==> src/rtl/c64id_pkg.sv <==
// shared types, constants and helper functions of the crc-64 disc id engine
`default_nettype none

package c64id_pkg;

    localparam logic [63:0] CRC_POLY    = 64'h92C6_4265_D321_39A4;
    localparam logic [63:0] CRC_INIT    = 64'hFFFF_FFFF_FFFF_FFFF;
    localparam int          ID_CHARS    = 17;
    localparam int          HYPHEN_POS  = 8;
    localparam int          MAX_BYTES   = 8;
    localparam logic [3:0]  DIGIT_LIMIT = 4'hA;
    localparam logic [6:0]  CHAR_ZERO   = 7'h30;
    localparam logic [6:0]  CHAR_A      = 7'h41;
    localparam logic [6:0]  CHAR_HYPHEN = 7'h2D;

    typedef enum logic [1:0] {
        KIND_START  = 2'd0,
        KIND_DATA   = 2'd1,
        KIND_FINISH = 2'd2
    } t_kind;

    // command from the input register to the accumulator
    typedef struct packed {
        logic       en;
        t_kind      kind;
        logic [3:0] count;
    } t_crc_cmd;

    // one byte into a reflected crc, bitwise
    function automatic logic [63:0] fold_byte(input logic [63:0] acc, input logic [7:0] b);
        logic [63:0] a;
        a = acc ^ {56'd0, b};
        for (int i = 0; i < 8; i++) begin
            a = a[0] ? ((a >> 1) ^ CRC_POLY) : (a >> 1);
        end
        return a;
    endfunction

    function automatic logic [6:0] hex_char(input logic [3:0] nib);
        logic [6:0] c;
        if (nib < DIGIT_LIMIT) begin
            c = CHAR_ZERO + {3'd0, nib};
        end else begin
            c = CHAR_A + {3'd0, nib - DIGIT_LIMIT};
        end
        return c;
    endfunction

    // character at a given position of the formatted id
    function automatic logic [6:0] fmt_char(input logic [63:0] id, input logic [4:0] pos);
        logic [4:0] d5;
        logic [3:0] d;
        logic [3:0] nib;
        logic [6:0] c;
        d5  = (pos > 5'(HYPHEN_POS)) ? (pos - 5'd1) : pos;
        d   = d5[3:0];
        nib = 4'(id >> {~d, 2'b00});
        if (pos == 5'(HYPHEN_POS)) begin
            c = CHAR_HYPHEN;
        end else begin
            c = hex_char(nib);
        end
        return c;
    endfunction

endpackage

`default_nettype wire

==> src/rtl/c64id_crc.sv <==
// crc-64 accumulator with an unrolled fold of up to eight bytes
`default_nettype none

module c64id_crc (
    input  wire logic                 i_clk,
    input  wire logic                 i_rst_n,
    input  wire c64id_pkg::t_crc_cmd  i_cmd,
    input  wire logic [63:0]          i_word,
    output logic [63:0]               o_acc
);
    import c64id_pkg::*;

    logic [63:0] r_acc;
    logic [63:0] n_acc;
    logic [63:0] w_fold [0:MAX_BYTES];
    logic [3:0]  w_sel;

    assign w_fold[0] = r_acc;

    for (genvar k = 0; k < MAX_BYTES; k++) begin : g_byte
        assign w_fold[k+1] = fold_byte(w_fold[k], i_word[8*k +: 8]);
    end

    // counts above eight saturate
    assign w_sel = (i_cmd.count > 4'(MAX_BYTES)) ? 4'(MAX_BYTES) : i_cmd.count;

    always_comb begin
        n_acc = r_acc;
        if (i_cmd.en) begin
            case (i_cmd.kind)
                KIND_START:  n_acc = CRC_INIT;
                KIND_DATA:   n_acc = w_fold[w_sel];
                KIND_FINISH: n_acc = '0;
                default:     n_acc = r_acc;
            endcase
        end
    end

    always_ff @(posedge i_clk) begin
        if (!i_rst_n) begin
            r_acc <= CRC_INIT;
        end else begin
            r_acc <= n_acc;
        end
    end

    assign o_acc = r_acc;

endmodule

`default_nettype wire

==> src/rtl/c64id_fmt.sv <==
// formatter: turns a captured id into seventeen ascii characters
`default_nettype none

module c64id_fmt (
    input  wire logic        i_clk,
    input  wire logic        i_rst_n,
    input  wire logic        i_load,
    input  wire logic [63:0] i_id,
    output logic             o_ready,
    output logic             o_valid,
    input  wire logic        i_ready,
    output logic [63:0]      o_id,
    output logic [6:0]       o_char,
    output logic             o_last
);
    import c64id_pkg::*;

    logic        r_busy;
    logic [4:0]  r_pos;
    logic [63:0] r_id;
    logic [6:0]  r_char;
    logic        r_last;
    logic        w_take;
    logic [4:0]  n_pos;

    assign w_take  = r_busy && i_ready;
    assign o_ready = !r_busy || (i_ready && r_last);
    assign n_pos   = r_pos + 5'd1;

    always_ff @(posedge i_clk) begin
        if (!i_rst_n) begin
            r_busy <= 1'b0;
            r_pos  <= '0;
        end else if (i_load) begin
            r_busy <= 1'b1;
            r_pos  <= '0;
        end else if (w_take) begin
            if (r_last) begin
                r_busy <= 1'b0;
                r_pos  <= '0;
            end else begin
                r_pos  <= n_pos;
            end
        end
    end

    always_ff @(posedge i_clk) begin
        if (i_load) begin
            r_id   <= i_id;
            r_char <= fmt_char(i_id, 5'd0);
            r_last <= 1'b0;
        end else if (w_take && !r_last) begin
            r_char <= fmt_char(r_id, n_pos);
            r_last <= (n_pos == 5'(ID_CHARS - 1));
        end
    end

    assign o_valid = r_busy;
    assign o_id    = r_id;
    assign o_char  = r_char;
    assign o_last  = r_last;

endmodule

`default_nettype wire

==> src/rtl/crc64_disc_id_engine_top.sv <==
// top level of the crc-64 disc id engine: input register, accumulator, formatter
`default_nettype none

// Reflected CRC-64 (polynomial 0x92C64265D32139A4) disc id engine. Items enter on
// the slave stream: tuser holds the kind (start, data, finish), tdata the data word
// and the byte count. A start sets the accumulator to all ones, a data item folds in
// 1 to 8 low bytes of the word (lowest byte first, a count of zero folds nothing,
// counts above eight act as eight), the unused kind is dropped. A finish hands the
// accumulator to the formatter and clears it; the formatter then emits 17 items on
// the master stream: upper-case hex of the id, most significant digit first, with a
// hyphen as the ninth character, each item carrying the full 64-bit id and tlast on
// the seventeenth. Rate: one item per clock on the input while no finish waits for the
// formatter; the whole byte fold is a single combinational pass between the input
// register and the accumulator. The formatter puts out one character per clock while
// the master stream takes them; a second finish waits in the input register until the
// last character of the previous id is taken, and while it waits the slave stream is
// stalled, so no start or data item gets past it. An accepted finish goes from the
// input register into the formatter once that is free, and the formatter registers
// the first character of the id as it loads.

module crc64_disc_id_engine_top (
    input  wire logic        i_clk,
    input  wire logic        i_rst_n,
    input  wire logic        i_s_axis_tvalid,
    output logic             o_s_axis_tready,
    input  wire logic [71:0] i_s_axis_tdata,   // data_word[63:0], byte_count[67:64], zero pad
    input  wire logic [1:0]  i_s_axis_tuser,   // kind[1:0]
    output logic             o_m_axis_tvalid,
    input  wire logic        i_m_axis_tready,
    output logic [71:0]      o_m_axis_tdata,   // id_value[63:0], id_char[70:64], zero pad
    output logic             o_m_axis_tlast
);
    import c64id_pkg::*;

    // input register
    logic        r_in_valid;
    t_kind       r_in_kind;
    logic [63:0] r_in_word;
    logic [3:0]  r_in_count;

    logic        w_in_take;
    logic        w_advance;
    logic        w_fmt_ready;
    logic        w_fmt_load;
    t_crc_cmd    w_cmd;
    logic [63:0] w_acc;
    logic [63:0] w_out_id;
    logic [6:0]  w_out_char;

    // a finish can only leave once the formatter is free
    assign w_advance  = r_in_valid && ((r_in_kind != KIND_FINISH) || w_fmt_ready);
    assign w_in_take  = i_s_axis_tvalid && o_s_axis_tready;
    assign w_fmt_load = w_advance && (r_in_kind == KIND_FINISH);

    assign o_s_axis_tready = !r_in_valid || w_advance;

    always_ff @(posedge i_clk) begin
        if (!i_rst_n) begin
            r_in_valid <= 1'b0;
        end else if (o_s_axis_tready) begin
            r_in_valid <= i_s_axis_tvalid;
        end
    end

    always_ff @(posedge i_clk) begin
        if (w_in_take) begin
            r_in_kind  <= t_kind'(i_s_axis_tuser);
            r_in_word  <= i_s_axis_tdata[63:0];
            r_in_count <= i_s_axis_tdata[67:64];
        end
    end

    assign w_cmd.en    = w_advance;
    assign w_cmd.kind  = r_in_kind;
    assign w_cmd.count = r_in_count;

    c64id_crc u_crc (
        .i_clk   (i_clk),
        .i_rst_n (i_rst_n),
        .i_cmd   (w_cmd),
        .i_word  (r_in_word),
        .o_acc   (w_acc)
    );

    c64id_fmt u_fmt (
        .i_clk   (i_clk),
        .i_rst_n (i_rst_n),
        .i_load  (w_fmt_load),
        .i_id    (w_acc),
        .o_ready (w_fmt_ready),
        .o_valid (o_m_axis_tvalid),
        .i_ready (i_m_axis_tready),
        .o_id    (w_out_id),
        .o_char  (w_out_char),
        .o_last  (o_m_axis_tlast)
    );

    assign o_m_axis_tdata = {1'b0, w_out_char, w_out_id};

endmodule

`default_nettype wire

==> config.mk <==
export PLATFORM = sky130hd
export DESIGN_NAME = crc64_disc_id_engine_top
export DESIGN_NICKNAME = d
export VERILOG_FILES = /design/src/rtl/c64id_pkg.sv /design/src/rtl/c64id_crc.sv /design/src/rtl/c64id_fmt.sv /design/src/rtl/crc64_disc_id_engine_top.sv
export SDC_FILE = /design/constraint.sdc
export NUM_CORES = 1
export LEC_CHECK = 0
export BUFFER_PORTS_ARGS = -buffer_cell sky130_fd_sc_hd__buf_2
export CAP_MARGIN = 20
export CORE_ASPECT_RATIO = 0.5
export CORE_UTILIZATION = 39
export CTS_CLUSTER_DIAMETER = 100
export DETAILED_ROUTE_END_ITERATION = 16
export PLACE_DENSITY = 0.57
export RECOVER_POWER = 50
export SYNTH_ARGS = -nofsm -noshare
export SYNTH_HDL_FRONTEND = slang
export SYNTH_SLANG_ARGS = --single-unit
==> constraint.sdc <==
create_clock -name i_clk -period 10.9 [get_ports i_clk]
set_clock_uncertainty 0.2 [all_clocks]
set_input_delay 1.09 -clock i_clk [delete_from_list [all_inputs] [get_ports i_clk]]
set_output_delay 1.09 -clock i_clk [all_outputs]
set_load 0.005 [all_outputs]
==> summary.md, run 1 <==
| Metric | Value |
|---|---|
| Routed length per placed instance | 41.07 µm |
| Async set or reset register ratio after synthesis | 0 |
| Worst hold slack | 0.2839 ns |
| Sequential-to-total area share from yosys stat | 0.2203 |
| Number of antenna violations at the first check in global routing | 11 |
| Die boundary width | 365.5 µm |
| Relative slew slack | -0.7492 |
| Top-Level Pins | 153 |
| Effective utilization at floorplan | 0.3954 |
| Hold Vio Cnt, Final | 0 |
| Filler cell count | 6350 |
| Worst min-delay path category | reg2reg |
| Result of the run | complete, but fails checks |
| Half-perimeter wire length of the detailed placement result | 117700 µm |
| Tightest Pin Transition | 2.624 ns |
| DIE AREA | 67150 µm² |
| Placed Area | 28130 µm² |
| Weighted congestion reported at the end of routability-driven placement | 1.075 |
| Post-CTS Setup Inserts | 0 |
| Final ANT Viol Nets | 0 |
| Violations in the final reports | max-capacitance violations, max-slew violations |
| Post-synthesis cell area | 25760 µm² |
| Setup ws final | 0.5229 ns |
| Post-Place Worst Slack | 0.9453 ns |
| Number of global-route vias before repair | 19835 |
| CORE AREA | 65160 µm² |
| Via density per instance | 6.128 |
| Hold buffer count at CTS | 0 |
| Critical Path Most Common Cell | xnor3_1 |
| Post-synthesis to final-layout area growth | 12.00% |
| Time the final worst path needs with I/O delays and setup | 10.38 ns |
| Die height | 183.7 µm |
| Synthesis-stage register bit count | 213 |
| CTS tree | built |
| Per-instance average area after synthesis | 10.65 µm² |
| Critical path start-end classification | reg2reg |
| Quantity of gates resized following cts | 0 |
| Insertion delay of the later-clocked pin in the worst-skew pair | 0.64 ns |
| Count of distinct cell types in the synthesized netlist | 67 |
| Final setup violation count | 0 |
| Summed area of non-filler cells in the final layout | 28850 µm² |
| Post-detailed-route DRC marker count | 0 |
| Number of vias in the routed layout | 21497 |
| # clock sinks | 213 |
| Data required time at the worst endpoint | 11.20 ns |
| Total clock buffers created by CTS | 24 |
| Number of buffers between clock root and the deepest sink | 3 |
| Commonest cells after routing, fill and taps aside | 660 x xnor2_1, 229 x xor2_1, 165 x a21oi_1 |
| Crit path largest cell delay | 1.04 ns |
| Net count, final | 2686 |
| Global-route congestion overflow total | 0 |
| Sequence of cells on the critical path | xnor2_4 > xnor2_2 > xnor3_1 > xnor3_1 > xor3_1 > xnor3_1 > xnor3_1 > xor3_1 > xor3_1 > xor3_1 > xnor3_1 > xnor3_1 > xnor2_2 > xnor3_1 > xnor3_1 > xnor2_1 > nand2_1 > a22oi_1 |
| Capturing element type of the critical path | register |
| First-pass GRT wire length | 187300 µm |
| Reg2reg setup slack | 0.52 ns |
| RSZ-0062 raised after global routing | no |
| Element type at the critical path start | register |
| Maximum number of pins on one net before global-route repair | 58 |
| Largest delay contributor family on the critical path | XOR/XNOR gates |
| Synthesized instance count | 2418 |
| Overall Global Routing Usage | 0.4262 |
| Maximum fanout encountered on the critical timing path | 12 |
| Routed Wire Length | 144100 µm |
| Number of search-and-repair iterations in the first detailed-routing pass | 6 |
| Total Negative Setup Slacks | 0 ns |
| Pins Over Slew Limit | 103 |
| Yosys Warn Count | 0 |
| Worst-path cell with the longest stage delay | xnor3_1 |
| Most frequently used flop master after synthesis | edfxtp_1 |
| Number of placement rows | 66 |
| Drt initial violations | 4043 |
| Leading cell type in the layout, fill and taps excluded | xnor2_1 |
| Number of buffer and inverter stages on the critical path | 0 |
| Buffer cell driving the clock tree root | clkbuf_16 |
| Maxcap violations | 3 |
| Post-CTS clock slew at the launch and capture registers of the worst setup and hold paths | 0.07 ns |
| Arrival time of data at the critical path endpoint | 10.68 ns |
| Synthesized net count | 2502 |
| Highest achievable clock rate | 96.37 MHz |
| Final period util | 0.9520 |
| Htree depth | 1 |
| Number of enable flip-flop cells after synthesis | 141 |
| Port-buffer cells | 147 |
| Share of layout cells above drive strength 1 | 0.1798 |
==> metal layers <==
metal / up-vias / global-route usage / wire length [µm]
li1: 8859 / - / -
met1: 10948 / 0.6418 / 65390
met5: - / 0.02179 / 369
met2: 1497 / 0.5508 / 53590
met4: 18 / 0.07598 / 3221
met3: 175 / 0.1829 / 21520
==> logic make-up (layout without fill, tap and decap cells) <==
family | Yosys count | in the layout | synth area share
AOI/OAI and AO/OA | 513 | 513 | 0.1253
and+or+nand+nor | 316 | 316 | 0.04993
buffers and inverters | 152 | 354 | 0.02691
adders and majority gates | 6 | 6 | 0.002914
other | 1 | 5 | 0.0001456
DFF | 213 | 213 | 0.2203
muxes | 51 | 51 | 0.03011
xor gates and xnor gates | 1166 | 1166 | 0.5444
==> synth_stat cells (all sizes together) (33+ instances only) <==
master / count / share of area
o211ai: 41 / 0.012
xnor3: 171 / 0.15
a21oi: 165 / 0.032
a211oi: 33 / 0.0096
nor2: 133 / 0.019
xnor2: 711 / 0.27
xor2: 252 / 0.097
o21ai: 123 / 0.024
edfxtp: 141 / 0.16
buf: 33 / 0.0088
clkbuf: 101 / 0.015
dfxtp: 72 / 0.056
nand2: 128 / 0.019
==> cell type report <==
class	instances	area (µm²)	area share
multi-input combinational	2053	19460	0.6744
sequential	213	5675	0.1967
timing repair buffer	294	1775	0.06154
tap	884	1106	0.03834
clock buffer	32	650.6	0.02255
clock inverter	12	117.6	0.004077
inverter	16	60.06	0.002082
antenna	4	10.01	0.0003469
==> through the flow <==
step,util,cells
finish,0.4428,3508
detailed placement,0.4317,3459
floorplan,-,2418
global route,0.4427,3506
global placement,0.4317,3459
CTS,0.4435,3503
==> worst paths after layout <==
check,end,depth (start not counted)
worst max register to register,register,18
worst min-delay path,u_fmt.o_id[32],0
worst min register to register,u_fmt.o_id[32],0
worst max-delay path,register,18
==> worst reg2reg max path: cells and delay by family (launching register included) <==
| family | cells | cell delay [ns] |
|---|---|---|
| xor gates and xnor gates | 16 | 8.74 |
| AOI/OAI and AO/OA | 1 | 0.24 |
| DFF | 1 | 0.80 |
| and+or+nand+nor | 1 | 0.27 |
Power of run 1 is left out: the tool's default activity adds up to more than one toggle a clock period on the data nets, which glitch-free logic cannot reach.
==> run 2: changes to the inputs <==
==> constraint.sdc (replaced) <==
create_clock -name i_clk -period 12.9 [get_ports i_clk]
set_clock_uncertainty 0.2 [all_clocks]
set_input_delay 1.29 -clock i_clk [delete_from_list [all_inputs] [get_ports i_clk]]
set_output_delay 1.29 -clock i_clk [all_outputs]
set_load 0.005 [all_outputs]
==> run 2 against run 1 <==
The flow still finishes with violations (max-capacitance violations, max-slew violations). Maximum frequency is 8.8% lower. Flip-flop and latch count stayed put. Register-to-register slack better by 1.0 ns. Largest cell class unchanged.
==> summary.md, run 2 (synthesis results as in run 1) <==
| Metric | Value |
|---|---|
| Result of the run | complete, but fails checks |
| Violations in the final reports | max-capacitance violations, max-slew violations |
| Commonest cells after routing, fill and taps aside | 658 x xnor2_1, 229 x xor2_1, 165 x a21oi_1 |
| Final setup violation count | 0 |
| Sequence of cells on the critical path | clkbuf_1 > xnor2_1 > xnor2_1 > xnor2_2 > xnor3_1 > xnor2_2 > xnor3_1 > xnor3_1 > xnor3_1 > xor3_1 > xor2_4 > xnor3_1 > xnor3_2 > xnor2_2 > xnor3_1 > xnor3_1 > xnor2_1 > nand2_1 > a22oi_1 |
| Global-route congestion overflow total | 0 |
| Insertion delay of the later-clocked pin in the worst-skew pair | 0.62 ns |
| Leading cell type in the layout, fill and taps excluded | xnor2_1 |
| Hold Vio Cnt, Final | 0 |
| Met1 track demand over resource in global routing | 0.6285 |
| CORE AREA | 65160 µm² |
| Weighted congestion reported at the end of routability-driven placement | 1.069 |
| Critical Path Most Common Cell | xnor3_1 |
| DIE AREA | 67150 µm² |
| Routed length per placed instance | 40.75 µm |
| Effective utilization at floorplan | 0.3954 |
| Number of search-and-repair iterations in the first detailed-routing pass | 6 |
| Routed Wire Length | 140500 µm |
| Total clock buffers created by CTS | 24 |
| Capturing element type of the critical path | register |
| Net count, final | 2627 |
| Met2 routing resource usage after global routing | 0.5364 |
| Maxcap violations | 1 |
| Data required time at the worst endpoint | 13.21 ns |
| Half-perimeter wire length of the detailed placement result | 114400 µm |
| Die height | 183.7 µm |
| Maximum fanout encountered on the critical timing path | 10 |
| Filler cell count | 6301 |
| Worst-path cell with the longest stage delay | xnor3_1 |
| Via density per instance | 6.142 |
| Drt initial violations | 3638 |
| Hold buffer count at CTS | 0 |
| Post-synthesis to final-layout area growth | 10.56% |
| Worst min-delay path category | reg2reg |
| CTS tree | built |
| Number of placement rows | 66 |
| Combined area of the multi-input logic cells | 19460 µm² |
| Die boundary width | 365.5 µm |
| Total Negative Setup Slacks | 0 ns |
| Quantity of gates resized following cts | 0 |
| # clock sinks | 213 |
| Highest-utilization routing layer at the global route stage | met1 |
| Number of global-route vias before repair | 19488 |
| Number of buffer and inverter stages on the critical path | 1 |
| Post-detailed-route DRC marker count | 0 |
| Port-buffer cells | 147 |
| Arrival time of data at the critical path endpoint | 11.69 ns |
| Post-CTS clock slew at the launch and capture registers of the worst setup and hold paths | 0.07 ns |
| Critical path start-end classification | reg2reg |
| Overall Global Routing Usage | 0.4153 |
| Number of vias in the routed layout | 21177 |
| Min-Delay Endpoint | u_fmt.o_id[59] |
| First-pass GRT wire length | 183900 µm |
| Final period util | 0.8820 |
| Final ANT Viol Nets | 0 |
| RSZ-0062 raised after global routing | no |
| Final core occ | 0.4371 |
| Placed Area | 27690 µm² |
| Htree depth | 1 |
| Pins Over Slew Limit | 48 |
| Top-Level Pins | 153 |
| Reg2reg setup slack | 1.52 ns |
| Post-CTS Setup Inserts | 0 |
| Summed area of non-filler cells in the final layout | 28480 µm² |
| Cell depth of the worst min-delay path | 0 |
| Relative slew slack | -0.8218 |
| Highest achievable clock rate | 87.89 MHz |
| Met3 usage | 0.1828 |
| Buffer cell driving the clock tree root | clkbuf_16 |
| Number of buffers between clock root and the deepest sink | 3 |
| Share of layout cells above drive strength 1 | 0.1597 |
| Time the final worst path needs with I/O delays and setup | 11.38 ns |
| Number of antenna violations at the first check in global routing | 9 |
| Tightest Pin Transition | 2.733 ns |
| Register cell area after layout | 5675 µm² |
| Crit path largest cell delay | 0.90 ns |
| Worst Reg-to-Reg Cells | 19 |
| Maximum number of pins on one net before global-route repair | 63 |
| Largest delay contributor family on the critical path | XOR/XNOR gates |
| Element type at the critical path start | register |
## run 2: cell count changes in the layout (fill, tap and decap cells not counted), sizes merged
cell    previous run  this run
clkbuf            53        63
clkinv            10         5
diode              4         3
buf              273       209
## run 2: metal layers
layer / routed length [µm] / vias to the layer above / part of all wire
li1: - / 8760 / -
met1: 64620 / 10900 / 0.46
met2: 52320 / 1377 / 0.37
met3: 20850 / 131 / 0.15
met4: 2600 / 9 / 0.019
met5: 113 / - / 0.00080
## run 2: through the flow
step,instances,hold slack (ns),setup WS (ns)
2_1_floorplan,2418,0.2029,5.331
3_3_place_gp,3395,0.2899,2.108
3_5_place_dp,3397,0.3022,2.029
4_1_cts,3441,0.3238,1.974
5_1_grt,3445,0.3333,1.620
6_report,3448,0.3278,1.522
## run 2: worst reg2reg max path, cell delays in order (launching register included)
cell	delay (ns)
dfxtp_1	0.29
clkbuf_1	0.33
xnor2_1	0.78
xnor2_1	0.37
xnor2_2	0.80
xnor3_1	0.50
xnor2_2	0.50
xnor3_1	0.72
xnor3_1	0.63
xnor3_1	0.60
xor3_1	0.79
xor2_4	0.42
xnor3_1	0.74
xnor3_2	0.62
xnor2_2	0.60
xnor3_1	0.90
xnor3_1	0.68
xnor2_1	0.48
nand2_1	0.13
a22oi_1	0.18
## run 2: worst max path at each step
stage	cells past startpoint	start	slack, ns	end
2_1_floorplan	22	r_in_word[1]	5.33	register
3_3_place_gp	19	register	2.11	register
3_5_place_dp	18	register	2.03	register
4_1_cts	18	register	1.97	register
5_1_grt	19	register	1.62	register
6_report	19	register	1.52	register
## run 2: final cells by class
cell class,instances,share of cell area
inverters,16,0.002109
repair buffers,235,0.04723
multi-input cells,2053,0.6832
diodes,3,0.0002636
clock inverters,7,0.003119
flip-flops and latches,213,0.1993
well taps,884,0.03884
clock buffers,37,0.02601
Power of run 2 is left out for the same reason.
